**src/rtl/fbfl_pkg.sv**
```systemverilog
// fbfl_pkg: shared types, codes and constants of the fixed block free list
// used by the divider, the allocator top and its checker
// no dependencies
package fbfl_pkg;

    localparam int BASE_W     = 32;
    localparam int SIZE_W     = 25;
    localparam int TOTAL_W    = 9;
    localparam int ADDR_W     = 40;
    localparam int STATUS_W   = 3;
    localparam int COUNT_W    = 9;
    localparam int CFG_IDX_W  = 2;
    localparam int CFG_DATA_W = 32;

    localparam int DEF_MAX_BLOCKS = 256;

    localparam logic [BASE_W-1:0]  BASE_RESET  = '0;
    localparam logic [SIZE_W-1:0]  SIZE_RESET  = SIZE_W'(65536);
    localparam logic [TOTAL_W-1:0] TOTAL_RESET = TOTAL_W'(256);

    typedef enum logic [0:0] {
        OP_ALLOC   = 1'b0,
        OP_RELEASE = 1'b1
    } op_t;

    typedef enum logic [STATUS_W-1:0] {
        STAT_OK            = 3'd0,
        STAT_POOL_EMPTY    = 3'd1,
        STAT_SIZE_TOO_BIG  = 3'd2,
        STAT_BELOW_BASE    = 3'd3,
        STAT_OFF_BOUNDARY  = 3'd4,
        STAT_BEYOND_POOL   = 3'd5,
        STAT_STACK_FULL    = 3'd6
    } status_t;

    typedef enum logic [CFG_IDX_W-1:0] {
        CFG_BASE  = 2'd0,
        CFG_SIZE  = 2'd1,
        CFG_TOTAL = 2'd2
    } cfg_reg_t;

    typedef enum logic [2:0] {
        ST_IDLE,
        ST_ALLOC,
        ST_ALLOC_RD,
        ST_ALLOC_ADD,
        ST_RELEASE,
        ST_DIV,
        ST_DONE
    } state_t;

    typedef struct packed {
        op_t                 operation;
        logic [SIZE_W-1:0]   request_size;
        logic [ADDR_W-1:0]   release_address;
    } fbfl_in_t;

    typedef struct packed {
        logic [ADDR_W-1:0]   block_address;
        status_t             status;
        logic [COUNT_W-1:0]  free_count;
    } fbfl_out_t;

    // divider result seen by the control logic
    typedef struct packed {
        logic                done;
        logic [ADDR_W-1:0]   quot;
        logic [SIZE_W-1:0]   rem;
    } div_res_t;

endpackage

```
**src/rtl/fbfl_ram.sv**
```systemverilog
// fbfl_ram: generic single write port, single read port ram, registered read
// depends on nothing; width and depth come from parameters
module fbfl_ram #(
    parameter int WIDTH = 8,
    parameter int DEPTH = 256
) (
    input  logic                     clk,
    input  logic                     we,
    input  logic [$clog2(DEPTH)-1:0] waddr,
    input  logic [WIDTH-1:0]         wdata,
    input  logic                     re,
    input  logic [$clog2(DEPTH)-1:0] raddr,
    output logic [WIDTH-1:0]         rdata
);

    logic [WIDTH-1:0] mem [DEPTH];
    logic [WIDTH-1:0] rdata_reg;

    always_ff @(posedge clk)
    begin
        if (we)
        begin
            mem[waddr] <= wdata;
        end
        if (re)
        begin
            rdata_reg <= mem[raddr];
        end
    end

    assign rdata = rdata_reg;

endmodule

```
**src/rtl/fbfl_div.sv**
```systemverilog
// fbfl_div: restoring divider, one quotient bit per cycle
// depends on fbfl_pkg for widths and the result struct
module fbfl_div (
    input  logic                        clk,
    input  logic                        rst_n,
    input  logic                        start,
    input  logic [fbfl_pkg::ADDR_W-1:0] dividend,
    input  logic [fbfl_pkg::SIZE_W-1:0] divisor,
    output fbfl_pkg::div_res_t          result
);
    import fbfl_pkg::*;

    localparam int STEP_W = $clog2(ADDR_W);

    logic                busy_reg, busy_next;
    logic                done_reg, done_next;
    logic [STEP_W-1:0]   cnt_reg, cnt_next;
    logic [ADDR_W-1:0]   quot_reg, quot_next;
    logic [SIZE_W-1:0]   rem_reg, rem_next;
    logic [SIZE_W-1:0]   dvs_reg, dvs_next;

    logic [SIZE_W:0]     shifted;
    logic [SIZE_W:0]     diff;
    logic                fits;

    always_comb
    begin
        shifted = {rem_reg, quot_reg[ADDR_W-1]};
        diff    = shifted - {1'b0, dvs_reg};
        fits    = shifted >= {1'b0, dvs_reg};
    end

    always_comb
    begin
        busy_next = busy_reg;
        done_next = 1'b0;
        cnt_next  = cnt_reg;
        quot_next = quot_reg;
        rem_next  = rem_reg;
        dvs_next  = dvs_reg;
        if (start)
        begin
            busy_next = 1'b1;
            cnt_next  = STEP_W'(ADDR_W - 1);
            quot_next = dividend;
            rem_next  = '0;
            dvs_next  = divisor;
        end
        else if (busy_reg)
        begin
            // dividend shifts out of the top while quotient bits enter below
            rem_next  = fits ? diff[SIZE_W-1:0] : shifted[SIZE_W-1:0];
            quot_next = {quot_reg[ADDR_W-2:0], fits};
            if (cnt_reg == '0)
            begin
                busy_next = 1'b0;
                done_next = 1'b1;
            end
            else
            begin
                cnt_next = cnt_reg - STEP_W'(1);
            end
        end
    end

    always_ff @(posedge clk or negedge rst_n)
    begin
        if (!rst_n)
        begin
            busy_reg <= 1'b0;
            done_reg <= 1'b0;
            cnt_reg  <= '0;
        end
        else
        begin
            busy_reg <= busy_next;
            done_reg <= done_next;
            cnt_reg  <= cnt_next;
        end
    end

    always_ff @(posedge clk)
    begin
        quot_reg <= quot_next;
        rem_reg  <= rem_next;
        dvs_reg  <= dvs_next;
    end

    assign result.done = done_reg;
    assign result.quot = quot_reg;
    assign result.rem  = rem_reg;

endmodule

```
**src/rtl/fixed_block_free_list.sv**
```systemverilog
// fixed_block_free_list: lifo free list of block indices held in one ram
// allocate: the result passes a ram read, a multiply and an add before it is registered at the output
// release: the result waits on the 40-step serial divide of the offset
// one item at a time, allocate or release; the next input is taken while a result waits
// reset and every configuration write to a known register restore a full stack at once, no clearing pass
// depends on fbfl_pkg, fbfl_ram and fbfl_div
module fixed_block_free_list #(
    parameter int MAX_BLOCKS = fbfl_pkg::DEF_MAX_BLOCKS
) (
    input  logic                            clk,
    input  logic                            rst_n,
    input  logic                            in_valid,
    output logic                            in_ready,
    input  fbfl_pkg::fbfl_in_t              in_data,
    output logic                            out_valid,
    input  logic                            out_ready,
    output fbfl_pkg::fbfl_out_t             out_data,
    input  logic                            cfg_write,
    input  logic [fbfl_pkg::CFG_IDX_W-1:0]  cfg_index,
    input  logic [fbfl_pkg::CFG_DATA_W-1:0] cfg_data
);
    import fbfl_pkg::*;

    localparam int IDX_W  = $clog2(MAX_BLOCKS);
    localparam int CNT_W  = $clog2(MAX_BLOCKS + 1);
    localparam int CMP_W  = (CNT_W > TOTAL_W) ? CNT_W : TOTAL_W;
    localparam int PROD_W = IDX_W + SIZE_W;

    function automatic logic [CNT_W-1:0] eff_total_f(input logic [TOTAL_W-1:0] total);
        logic [CMP_W-1:0] t;
        logic [CMP_W-1:0] m;
        logic [CMP_W-1:0] e;
        t = CMP_W'(total);
        m = CMP_W'(MAX_BLOCKS);
        e = (t > m) ? m : t;
        return e[CNT_W-1:0];
    endfunction

    state_t               state_reg, state_next;
    logic [BASE_W-1:0]    base_reg, base_next;
    logic [SIZE_W-1:0]    size_reg, size_next;
    logic [TOTAL_W-1:0]   total_reg, total_next;
    // depth of the stack and the lowest depth seen since the last refill:
    // entries below the mark were never written and still hold their own index
    logic [CNT_W-1:0]     depth_reg, depth_next;
    logic [CNT_W-1:0]     mark_reg, mark_next;
    fbfl_in_t             item_reg, item_next;
    logic [PROD_W-1:0]    prod_reg, prod_next;
    fbfl_out_t            res_reg, res_next;
    logic                 out_valid_reg, out_valid_next;
    fbfl_out_t            out_data_reg, out_data_next;

    logic [SIZE_W-1:0]    eff_size;
    logic [CNT_W-1:0]     eff_total;
    logic                 size_too_big;
    logic                 below_base;
    logic [ADDR_W-1:0]    offset;
    logic                 alloc_ok;
    logic                 rel_ok;
    logic [IDX_W-1:0]     idx_sel;
    logic                 out_free;

    logic                 ram_we;
    logic [IDX_W-1:0]     ram_waddr;
    logic [IDX_W-1:0]     ram_wdata;
    logic                 ram_re;
    logic [IDX_W-1:0]     ram_raddr;
    logic [IDX_W-1:0]     ram_rdata;
    logic                 div_start;
    div_res_t             div_res;

    fbfl_ram #(
        .WIDTH (IDX_W),
        .DEPTH (MAX_BLOCKS)
    ) u_stack (
        .clk   (clk),
        .we    (ram_we),
        .waddr (ram_waddr),
        .wdata (ram_wdata),
        .re    (ram_re),
        .raddr (ram_raddr),
        .rdata (ram_rdata)
    );

    fbfl_div u_div (
        .clk      (clk),
        .rst_n    (rst_n),
        .start    (div_start),
        .dividend (offset),
        .divisor  (eff_size),
        .result   (div_res)
    );

    always_comb
    begin
        eff_size     = (size_reg == '0) ? SIZE_W'(1) : size_reg;
        eff_total    = eff_total_f(total_reg);
        size_too_big = item_reg.request_size > eff_size;
        below_base   = item_reg.release_address < ADDR_W'(base_reg);
        offset       = item_reg.release_address - ADDR_W'(base_reg);
        alloc_ok     = !size_too_big && (depth_reg != '0);
        rel_ok       = (div_res.rem == '0) && (div_res.quot < ADDR_W'(eff_total))
                       && (depth_reg < eff_total);
        idx_sel      = (depth_reg < mark_reg) ? depth_reg[IDX_W-1:0] : ram_rdata;
        out_free     = !out_valid_reg || out_ready;
    end

    // next state
    always_comb
    begin
        state_next = state_reg;
        case (state_reg)
            ST_IDLE:
            begin
                if (in_valid)
                begin
                    state_next = (in_data.operation == OP_ALLOC) ? ST_ALLOC : ST_RELEASE;
                end
            end
            ST_ALLOC:
            begin
                state_next = alloc_ok ? ST_ALLOC_RD : ST_DONE;
            end
            ST_ALLOC_RD:
            begin
                state_next = ST_ALLOC_ADD;
            end
            ST_ALLOC_ADD:
            begin
                state_next = ST_DONE;
            end
            ST_RELEASE:
            begin
                state_next = below_base ? ST_DONE : ST_DIV;
            end
            ST_DIV:
            begin
                if (div_res.done)
                begin
                    state_next = ST_DONE;
                end
            end
            ST_DONE:
            begin
                if (out_free)
                begin
                    state_next = ST_IDLE;
                end
            end
            default:
            begin
                state_next = ST_IDLE;
            end
        endcase
    end

    // outputs of the control
    always_comb
    begin
        in_ready  = 1'b0;
        ram_re    = 1'b0;
        ram_we    = 1'b0;
        div_start = 1'b0;
        ram_raddr = depth_reg[IDX_W-1:0] - IDX_W'(1);
        ram_waddr = depth_reg[IDX_W-1:0];
        ram_wdata = div_res.quot[IDX_W-1:0];
        case (state_reg)
            ST_IDLE:
            begin
                in_ready = 1'b1;
            end
            ST_ALLOC:
            begin
                ram_re = alloc_ok;
            end
            ST_RELEASE:
            begin
                div_start = !below_base;
            end
            ST_DIV:
            begin
                ram_we = div_res.done && rel_ok;
            end
            default:
            begin
                in_ready = 1'b0;
            end
        endcase
    end

    // datapath and configuration
    always_comb
    begin
        base_next      = base_reg;
        size_next      = size_reg;
        total_next     = total_reg;
        depth_next     = depth_reg;
        mark_next      = mark_reg;
        item_next      = item_reg;
        prod_next      = prod_reg;
        res_next       = res_reg;
        out_valid_next = out_valid_reg;
        out_data_next  = out_data_reg;

        if (out_valid_reg && out_ready)
        begin
            out_valid_next = 1'b0;
        end

        case (state_reg)
            ST_IDLE:
            begin
                item_next = in_data;
            end
            ST_ALLOC:
            begin
                res_next.block_address = '0;
                res_next.status        = STAT_OK;
                res_next.free_count    = '0;
                if (size_too_big)
                begin
                    res_next.status = STAT_SIZE_TOO_BIG;
                end
                else if (depth_reg == '0)
                begin
                    res_next.status = STAT_POOL_EMPTY;
                end
                else
                begin
                    depth_next = depth_reg - CNT_W'(1);
                end
            end
            ST_ALLOC_RD:
            begin
                if (depth_reg < mark_reg)
                begin
                    mark_next = depth_reg;
                end
                prod_next = PROD_W'(idx_sel) * PROD_W'(eff_size);
            end
            ST_ALLOC_ADD:
            begin
                res_next.block_address = ADDR_W'(base_reg) + ADDR_W'(prod_reg);
            end
            ST_RELEASE:
            begin
                res_next.block_address = '0;
                res_next.status        = below_base ? STAT_BELOW_BASE : STAT_OK;
                res_next.free_count    = '0;
            end
            ST_DIV:
            begin
                if (div_res.done)
                begin
                    if (div_res.rem != '0)
                    begin
                        res_next.status = STAT_OFF_BOUNDARY;
                    end
                    else if (div_res.quot >= ADDR_W'(eff_total))
                    begin
                        res_next.status = STAT_BEYOND_POOL;
                    end
                    else if (depth_reg >= eff_total)
                    begin
                        res_next.status = STAT_STACK_FULL;
                    end
                    else
                    begin
                        depth_next = depth_reg + CNT_W'(1);
                    end
                end
            end
            ST_DONE:
            begin
                if (out_free)
                begin
                    out_valid_next              = 1'b1;
                    out_data_next.block_address = res_reg.block_address;
                    out_data_next.status        = res_reg.status;
                    out_data_next.free_count    = COUNT_W'(depth_reg);
                end
            end
            default:
            begin
                res_next = res_reg;
            end
        endcase

        // a write to a known register refills the stack
        if (cfg_write)
        begin
            case (cfg_index)
                CFG_BASE:
                begin
                    base_next = cfg_data[BASE_W-1:0];
                end
                CFG_SIZE:
                begin
                    size_next = cfg_data[SIZE_W-1:0];
                end
                CFG_TOTAL:
                begin
                    total_next = cfg_data[TOTAL_W-1:0];
                end
                default:
                begin
                    base_next = base_reg;
                end
            endcase
            if (cfg_index == CFG_BASE || cfg_index == CFG_SIZE || cfg_index == CFG_TOTAL)
            begin
                depth_next = eff_total_f(total_next);
                mark_next  = eff_total_f(total_next);
            end
        end
    end

    always_ff @(posedge clk or negedge rst_n)
    begin
        if (!rst_n)
        begin
            state_reg     <= ST_IDLE;
            base_reg      <= BASE_RESET;
            size_reg      <= SIZE_RESET;
            total_reg     <= TOTAL_RESET;
            depth_reg     <= eff_total_f(TOTAL_RESET);
            mark_reg      <= eff_total_f(TOTAL_RESET);
            out_valid_reg <= 1'b0;
        end
        else
        begin
            state_reg     <= state_next;
            base_reg      <= base_next;
            size_reg      <= size_next;
            total_reg     <= total_next;
            depth_reg     <= depth_next;
            mark_reg      <= mark_next;
            out_valid_reg <= out_valid_next;
        end
    end

    always_ff @(posedge clk)
    begin
        item_reg     <= item_next;
        prod_reg     <= prod_next;
        res_reg      <= res_next;
        out_data_reg <= out_data_next;
    end

    assign out_valid = out_valid_reg;
    assign out_data  = out_data_reg;

endmodule

```
**config.mk**
```make
export PLATFORM = sky130hd
export DESIGN_NAME = fixed_block_free_list
export DESIGN_NICKNAME = d
export VERILOG_FILES = /design/src/rtl/fbfl_pkg.sv /design/src/rtl/fbfl_ram.sv /design/src/rtl/fbfl_div.sv /design/src/rtl/fixed_block_free_list.sv
export SDC_FILE = /design/constraint.sdc
export NUM_CORES = 2
export LEC_CHECK = 0
export ABC_AREA = 1
export BUFFER_PORTS_ARGS = -buffer_cell sky130_fd_sc_hd__buf_4
export CELL_PAD_IN_SITES_DETAIL_PLACEMENT = 1
export CELL_PAD_IN_SITES_GLOBAL_PLACEMENT = 1
export CORE_UTILIZATION = 45
export DETAILED_ROUTE_END_ITERATION = 8
export GPL_ROUTABILITY_DRIVEN = 0
export MAX_ROUTING_LAYER = met4
export PLACE_DENSITY_LB_ADDON = 0.1
export RECOVER_POWER = 50
export SETUP_SLACK_MARGIN = 0.1
export SLEW_MARGIN = 15
export SYNTH_ARGS = -nofsm -noshare
export SYNTH_HDL_FRONTEND = slang
export SYNTH_SLANG_ARGS = --single-unit
```
**constraint.sdc**
```tcl
create_clock -name clk -period 9.5 [get_ports clk]
set_input_delay 1.425 -clock clk [delete_from_list [all_inputs] [get_ports clk]]
set_output_delay 1.425 -clock clk [all_outputs]
set_load 0.01 [all_outputs]
```
Word-level counts from Yosys, hierarchy flattened
Memories as Yosys holds them, arrays and structs flattened. A register that Yosys moved wholly into a read port is not among the register bits.
Index checks and enable logic that the tools add are counted.

operators by class
  add/subtract/negate cells = 7
  $mul = 1
  div/mod/pow operators = 0
  order comparisons = 10
  equality and inequality tests = 13
  shift operators = 0
  multiplexer cells = 56
  bitwise operators = 0
  reduce and logical (&&, ||, !) cells = 29

operator list
  cell                                         number
  two-way mux 9 bit                            16
  two-way mux 40 bit                           2
  case mux 40 bit (2 select lines)             1
  zero test 25 bit                             2
  two-way mux 25 bit                           2
  >= comparator 40 x 9 -> 1 bit                1
  < comparator 40 x 32 -> 1 bit                1
  < comparator 40 x 9 -> 1 bit                 1
  subtractor 40 x 32 -> 40 bit                 1
  adder 32 x 33 -> 34 bit                      1
  multiplier 8 x 25 -> 33 bit                  1
  two-way mux 3 bit                            9
  >= comparator 26 x 25 -> 1 bit               1
  > comparator 25 bit                          1
  nonzero test 25 bit                          1
  subtractor 25 bit                            1
  case mux 3 bit (7 select lines)              1
  > comparator 9 bit, second input constant    2
  < comparator 9 bit                           2
  two-way mux 6 bit                            3
  case mux 9 bit (2 select lines)              1
  two-way mux 1 bit                            16
  adder 9 x 1 -> 9 bit, second input constant  1
  equality test 3 bit, second input constant   3
  27 further kinds                             45

word-level totals
  flip-flop bits (word level) = 379
  bits in latches = 0
  RAM bits = 2048
  memory bits (read-only) = 0
  input port bits = 105
  output and inout port bits = 54
  logic and storage cells = 138
  memories kept = 1

memory list
  memory       depth  bits a word  read ports  clocked after memory_dff  write ports  line            text
  u_stack.mem  256    8            1           1                         1            fbfl_ram.sv:16  logic [WIDTH-1:0] mem [DEPTH];

Logic depth before layout (Yosys ltp)
  depth in word-level cells = 10
  depth in mapped cells = 29
  mapped depth without buffers = 27

By module
Synthesis repeated with hierarchy kept, for this count alone.

second synthesis, totals
  cell total of the unflattened synthesis = 10436
  area, all modules = 111217.9 µm²

by module, submodules not included
  module                 instances  cells an instance  area each (µm²)  seq. area each (µm²)
  fbfl_ram               1          7003               83476.3          61739.2
  fixed_block_free_list  1          2608               21673.3          7642.3
  fbfl_div               1          825                6068.3           2652.5

Worst setup path before layout
No wires, ideal clock.

  path type = register -> output
  start point = reg state_reg[1]
  end point = out in_ready
  arrival = 5233 ps
  required time = 8075 ps
  setup slack = 2842 ps
  stages on the path, launching flop included = 2
  buffers on the path = 0
  cell sequence = dfrtp_1 -> nor3_1

between the ends
  longest elaborated chain between the ends = 2

ends and longest elaborated chain
  element                 line                          text
  from (decl)             fixed_block_free_list.sv:39   state_t state_reg, state_next;
  from (signal assigned)  fixed_block_free_list.sv:332  state_reg <= state_next;
  zero test 3 bit         fixed_block_free_list.sv:167  case (state_reg)
  two-way mux 1 bit       fixed_block_free_list.sv:167
  to (decl)               fixed_block_free_list.sv:13   output logic in_ready,

Every way passes these cells.

Final worst setup path
  start point = reg u_div.quot_reg[1]
  end point = mem u_stack.mem[91][1] (data pin)

RTL lines
  element                 line            text
  from (decl)             fbfl_div.sv:18  logic [ADDR_W-1:0] quot_reg, quot_next;
  from (signal assigned)  fbfl_div.sv:84  quot_reg <= quot_next;
  to (decl)               fbfl_ram.sv:16

Straight into the memory's write port.

==> impl_results.html <==
<table>
<tr><th>Metric</th><th>Value</th></tr>
<tr><th colspan="2">Route</th></tr>
<tr><td>Post-route DRC violation count</td><td>0</td></tr>
<tr><td>Number of design-rule violations left by the first detailed-router iteration</td><td>~7000</td></tr>
<tr><td>Drt total wl</td><td>357000 um</td></tr>
<tr><td>Number of iterations in the first detailed-routing pass</td><td>5</td></tr>
<tr><td>Antenna viol nets, final</td><td>0</td></tr>
<tr><td>Via Count</td><td>approximately 78000</td></tr>
<tr><td>Routed wire per std cell</td><td>between 20 and 30 um</td></tr>
<tr><td>Via-per-instance ratio</td><td>5.91</td></tr>
<tr><th colspan="2">Timing</th></tr>
<tr><td>Total negative setup slack</td><td>0 ns</td></tr>
<tr><td>Final setup skew</td><td>0.0667 ns</td></tr>
<tr><td>Share of the clock period used by the worst path</td><td>0.855</td></tr>
<tr><td>Final hold violation count</td><td>0</td></tr>
<tr><td>Achievable frequency</td><td>~120 MHz</td></tr>
<tr><td>Number of pins exceeding their max-slew limit in the final report</td><td>just under 2000</td></tr>
<tr><td>Shortest period the worst path allows</td><td>around 8 ns</td></tr>
<tr><td>RSZ-0062 raised after global routing</td><td>no</td></tr>
<tr><td>Transition at the pin with the smallest max-transition slack</td><td>between 7 and 8 ns</td></tr>
<tr><td>Relative slew slack</td><td>-4.29</td></tr>
<tr><td>Setup violators final</td><td>0</td></tr>
<tr><th colspan="2">Setup path</th></tr>
<tr><td>Path depth of the worst reg2reg path</td><td>2</td></tr>
<tr><td>Endpoint of the lowest-slack register-to-register path</td><td>u_stack.mem[91][1]</td></tr>
<tr><td>Startpoint of the lowest-slack register-to-register path</td><td>u_div.quot_reg[1]</td></tr>
<tr><td>R2R setup slack</td><td>1.38 ns</td></tr>
<tr><td>Largest fanout on the critical path</td><td>approximately 170</td></tr>
<tr><td>Capturing element type of the critical path</td><td>register</td></tr>
<tr><td>Path type of the worst setup path</td><td>reg -&gt; reg</td></tr>
<tr><td>Required time reported for the critical path endpoint</td><td>between 10 and 15 ns</td></tr>
<tr><td>Data arrival time of the worst path</td><td>about 8.7 ns</td></tr>
<tr><td>Kind of launch point of the worst setup path</td><td>register</td></tr>
<tr><th colspan="2">Placement</th></tr>
<tr><td>HPWL after detailed placement</td><td>about 220000 um</td></tr>
<tr><td>Number of instances in the placed design</td><td>12700</td></tr>
<tr><td>Number of I/O port buffers</td><td>around 150</td></tr>
<tr><th colspan="2">Die</th></tr>
<tr><td>Io pins</td><td>between 150 and 200</td></tr>
<tr><td>DIE WIDTH</td><td>495 um</td></tr>
<tr><td>Floorplan die area</td><td>245000 um2</td></tr>
<tr><td>Placement row count</td><td>180</td></tr>
<tr><td>Die span in y</td><td>between 400 and 500 um</td></tr>
<tr><td>Core Footprint</td><td>roughly 240000 um2</td></tr>
<tr><td>Starting Density</td><td>0.454</td></tr>
<tr><th colspan="2">CTS</th></tr>
<tr><td>Maximum count of clock buffers along a single path</td><td>4</td></tr>
<tr><td>Depth of the CTS H-tree</td><td>5</td></tr>
<tr><td>Clock root buffer</td><td>sky130_fd_sc_hd__clkbuf_16</td></tr>
<tr><td>CTS hold repair buffers</td><td>0</td></tr>
<tr><td>CTS tree</td><td>done</td></tr>
<tr><td>Clock tree sinks</td><td>2423</td></tr>
<tr><td>Total CTS buffers</td><td>approximately 280</td></tr>
<tr><td>Clock transition at path regs</td><td>around 0.06 ns</td></tr>
<tr><td>Resize count post-CTS</td><td>0</td></tr>
<tr><td>Clock latency of the later-clocked register in the worst-skew pair</td><td>0.93 ns</td></tr>
<tr><td>Number of post-CTS setup repair buffers</td><td>0</td></tr>
<tr><th colspan="2">Min path</th></tr>
<tr><td>Worst hold stages</td><td>0</td></tr>
<tr><td>Class of the tightest hold or removal check</td><td>reg -&gt; reg</td></tr>
<tr><td>Capture endpoint of the worst hold path</td><td>out_data[21]</td></tr>
<tr><td>Worst Min Path Start</td><td>res_reg[21]</td></tr>
<tr><th colspan="2">Logic synthesis</th></tr>
<tr><td>Syn Area/Cell</td><td>about 11 um2</td></tr>
<tr><td>Top_reg_cell synth</td><td>sky130_fd_sc_hd__edfxtp_1</td></tr>
<tr><td>Unique cell type count in the Yosys netlist</td><td>57</td></tr>
<tr><td>Syn Inst Count</td><td>around 9900</td></tr>
<tr><td>Portion of synthesized cell area occupied by the leading cell type</td><td>0.632</td></tr>
<tr><td>Cells taking the most area after synthesis</td><td>sky130_fd_sc_hd__edfxtp_1 63%, sky130_fd_sc_hd__o21ai_0 5.8%, sky130_fd_sc_hd__nor2_1 5.8%, sky130_fd_sc_hd__nand2_1 4.5%, sky130_fd_sc_hd__nand3_1 3.0%</td></tr>
<tr><td>Async S/R FF share, synth</td><td>0.0396</td></tr>
<tr><td>Yosys top cell by area</td><td>sky130_fd_sc_hd__edfxtp_1</td></tr>
<tr><td>Synthesis Warnings</td><td>0</td></tr>
<tr><td>Flip-flop and latch count after synthesis</td><td>roughly 2400</td></tr>
<tr><td>Number of enable-type register cells in the synthesized netlist</td><td>~2300</td></tr>
<tr><td>Post-synthesis sequential area ratio</td><td>0.659</td></tr>
<tr><td>Post-synthesis instance area</td><td>109000 um2</td></tr>
<tr><th colspan="2">Layout</th></tr>
<tr><td>Post-Layout Cell Count</td><td>13200</td></tr>
<tr><td>Layout-stage area growth over the synthesis result</td><td>11.2%</td></tr>
<tr><td>Max reg flops</td><td>2048</td></tr>
<tr><td>Number of filler cells placed in the layout</td><td>25500</td></tr>
<tr><td>Share of final-layout standard cells stronger than drive strength 1</td><td>0.0629</td></tr>
<tr><td>Layout Nets</td><td>between 10000 and 15000</td></tr>
<tr><th colspan="2">GRT</th></tr>
<tr><td>Initial antenna violation count</td><td>18</td></tr>
<tr><td>Via count of the first global-routing pass</td><td>79200</td></tr>
<tr><td>First-pass GRT wire length</td><td>between 500000 and 600000 um</td></tr>
<tr><td>Global-route congestion overflow total</td><td>0</td></tr>
<tr><td>Overall routing resource usage</td><td>0.296</td></tr>
<tr><td>Pin count of the biggest net entering global routing</td><td>between 200 and 250</td></tr>
<tr><th colspan="2">Run status</th></tr>
<tr><td>Status</td><td>complete, but fails checks</td></tr>
<tr><td>Violations in the final reports</td><td>max-capacitance violations, max-slew violations</td></tr>
<tr><th colspan="2">Flow run</th></tr>
<tr><td># Max-Cap Violations</td><td>31</td></tr>
</table>
[layer usage]
metal	wire length, um	vias up	GRT usage
met3	23200	564	0.0380
li1	-	34800	-
met1	159000	40300	0.413
met5	0	-	-
met2	165000	2544	0.454
met4	10400	0	0.0835
[metrics by stage]
stage | cell area (um2) | setup slack (ns) | hold WS, ns | utilization
2_1_floorplan | 109000 | 2.84 | 0.400 | -
3_3_place_gp | 113000 | 2.64 | 0.405 | 0.471
3_5_place_dp | 113000 | 2.53 | 0.410 | 0.471
4_1_cts | 122000 | 2.53 | 0.401 | 0.506
5_1_grt | 121000 | 1.05 | 0.415 | 0.504
6_report | 121000 | 1.38 | 0.405 | 0.504
[cells in the mapped netlist (all sizes together), types with 92 or more instances]
cell type	n
edfxtp	2302
nor2	1718
nand2	1302
o21ai	1270
nand3	659
inv	534
o22ai	505
clkbuf	480
a21oi	220
ha	200
fa	141
buf	96
dfrtp	92
[critical path: stages, from the launching register on]
cell,delay (ns)
sky130_fd_sc_hd__edfxtp_1,0.40
sky130_fd_sc_hd__clkdlybuf4s25_1,5.66
sky130_fd_sc_hd__buf_4,1.36
[kinds of logic (layout without fill, tap and decap cells)]
family / Yosys count / count (layout) / share of synthesized area
adder cells (fa/ha/maj): 341 / 341 / 0.0487
XOR/XNOR: 92 / 92 / 0.00737
buffers and inverters: 1123 / 1297 / 0.0397
AO/OA/AOI/OAI: 2085 / 2085 / 0.103
flip-flops: 2423 / 2423 / 0.659
AND/OR/NAND/NOR: 3795 / 3795 / 0.142
other: 1 / 18 / 0.0000343
[final cells by class]
type                       instances  area [um2]  area share
timing repair buffer             269        1850      0.0152
inverter                         547        2090      0.0172
multi-input combinational       6319       33100       0.272
antenna                           12        30.0    0.000247
clock buffer                     364        7580      0.0624
tap                             3185        3990      0.0328
sequential                      2423       72000       0.593
clock inverter                   117         810     0.00666
[how the worst max path moves through the flow]
stage,to,depth (start not counted),slack (ns),start
after CTS,prod_reg[28],23,2.53,depth_reg[4]
final,u_stack.mem[91][1],2,1.38,u_div.quot_reg[1]
after detailed placement,prod_reg[28],23,2.53,depth_reg[4]
after floorplan,in_ready,1,2.84,state_reg[1]
after global placement,prod_reg[28],23,2.64,depth_reg[4]
after global routing,u_stack.mem[91][1],2,1.05,u_div.quot_reg[1]
[layout by cell type (no fill, tap or decap), types with 61 or more instances in the layout]
cell,instances
sky130_fd_sc_hd__ha_1,199
sky130_fd_sc_hd__clkinv_1,69
sky130_fd_sc_hd__fa_1,141
sky130_fd_sc_hd__nor2_1,1685
sky130_fd_sc_hd__nand3_1,655
sky130_fd_sc_hd__inv_1,517
sky130_fd_sc_hd__nand2_1,1290
sky130_fd_sc_hd__a21oi_1,219
sky130_fd_sc_hd__o21ai_0,1259
sky130_fd_sc_hd__clkbuf_1,155
sky130_fd_sc_hd__o22ai_1,505
sky130_fd_sc_hd__clkbuf_16,290
sky130_fd_sc_hd__buf_4,104
sky130_fd_sc_hd__clkbuf_4,61
sky130_fd_sc_hd__edfxtp_1,2302
sky130_fd_sc_hd__dfrtp_1,91
Power is left out: the tool's default activity adds up to more than one toggle a clock period on the data nets, which glitch-free logic cannot reach.
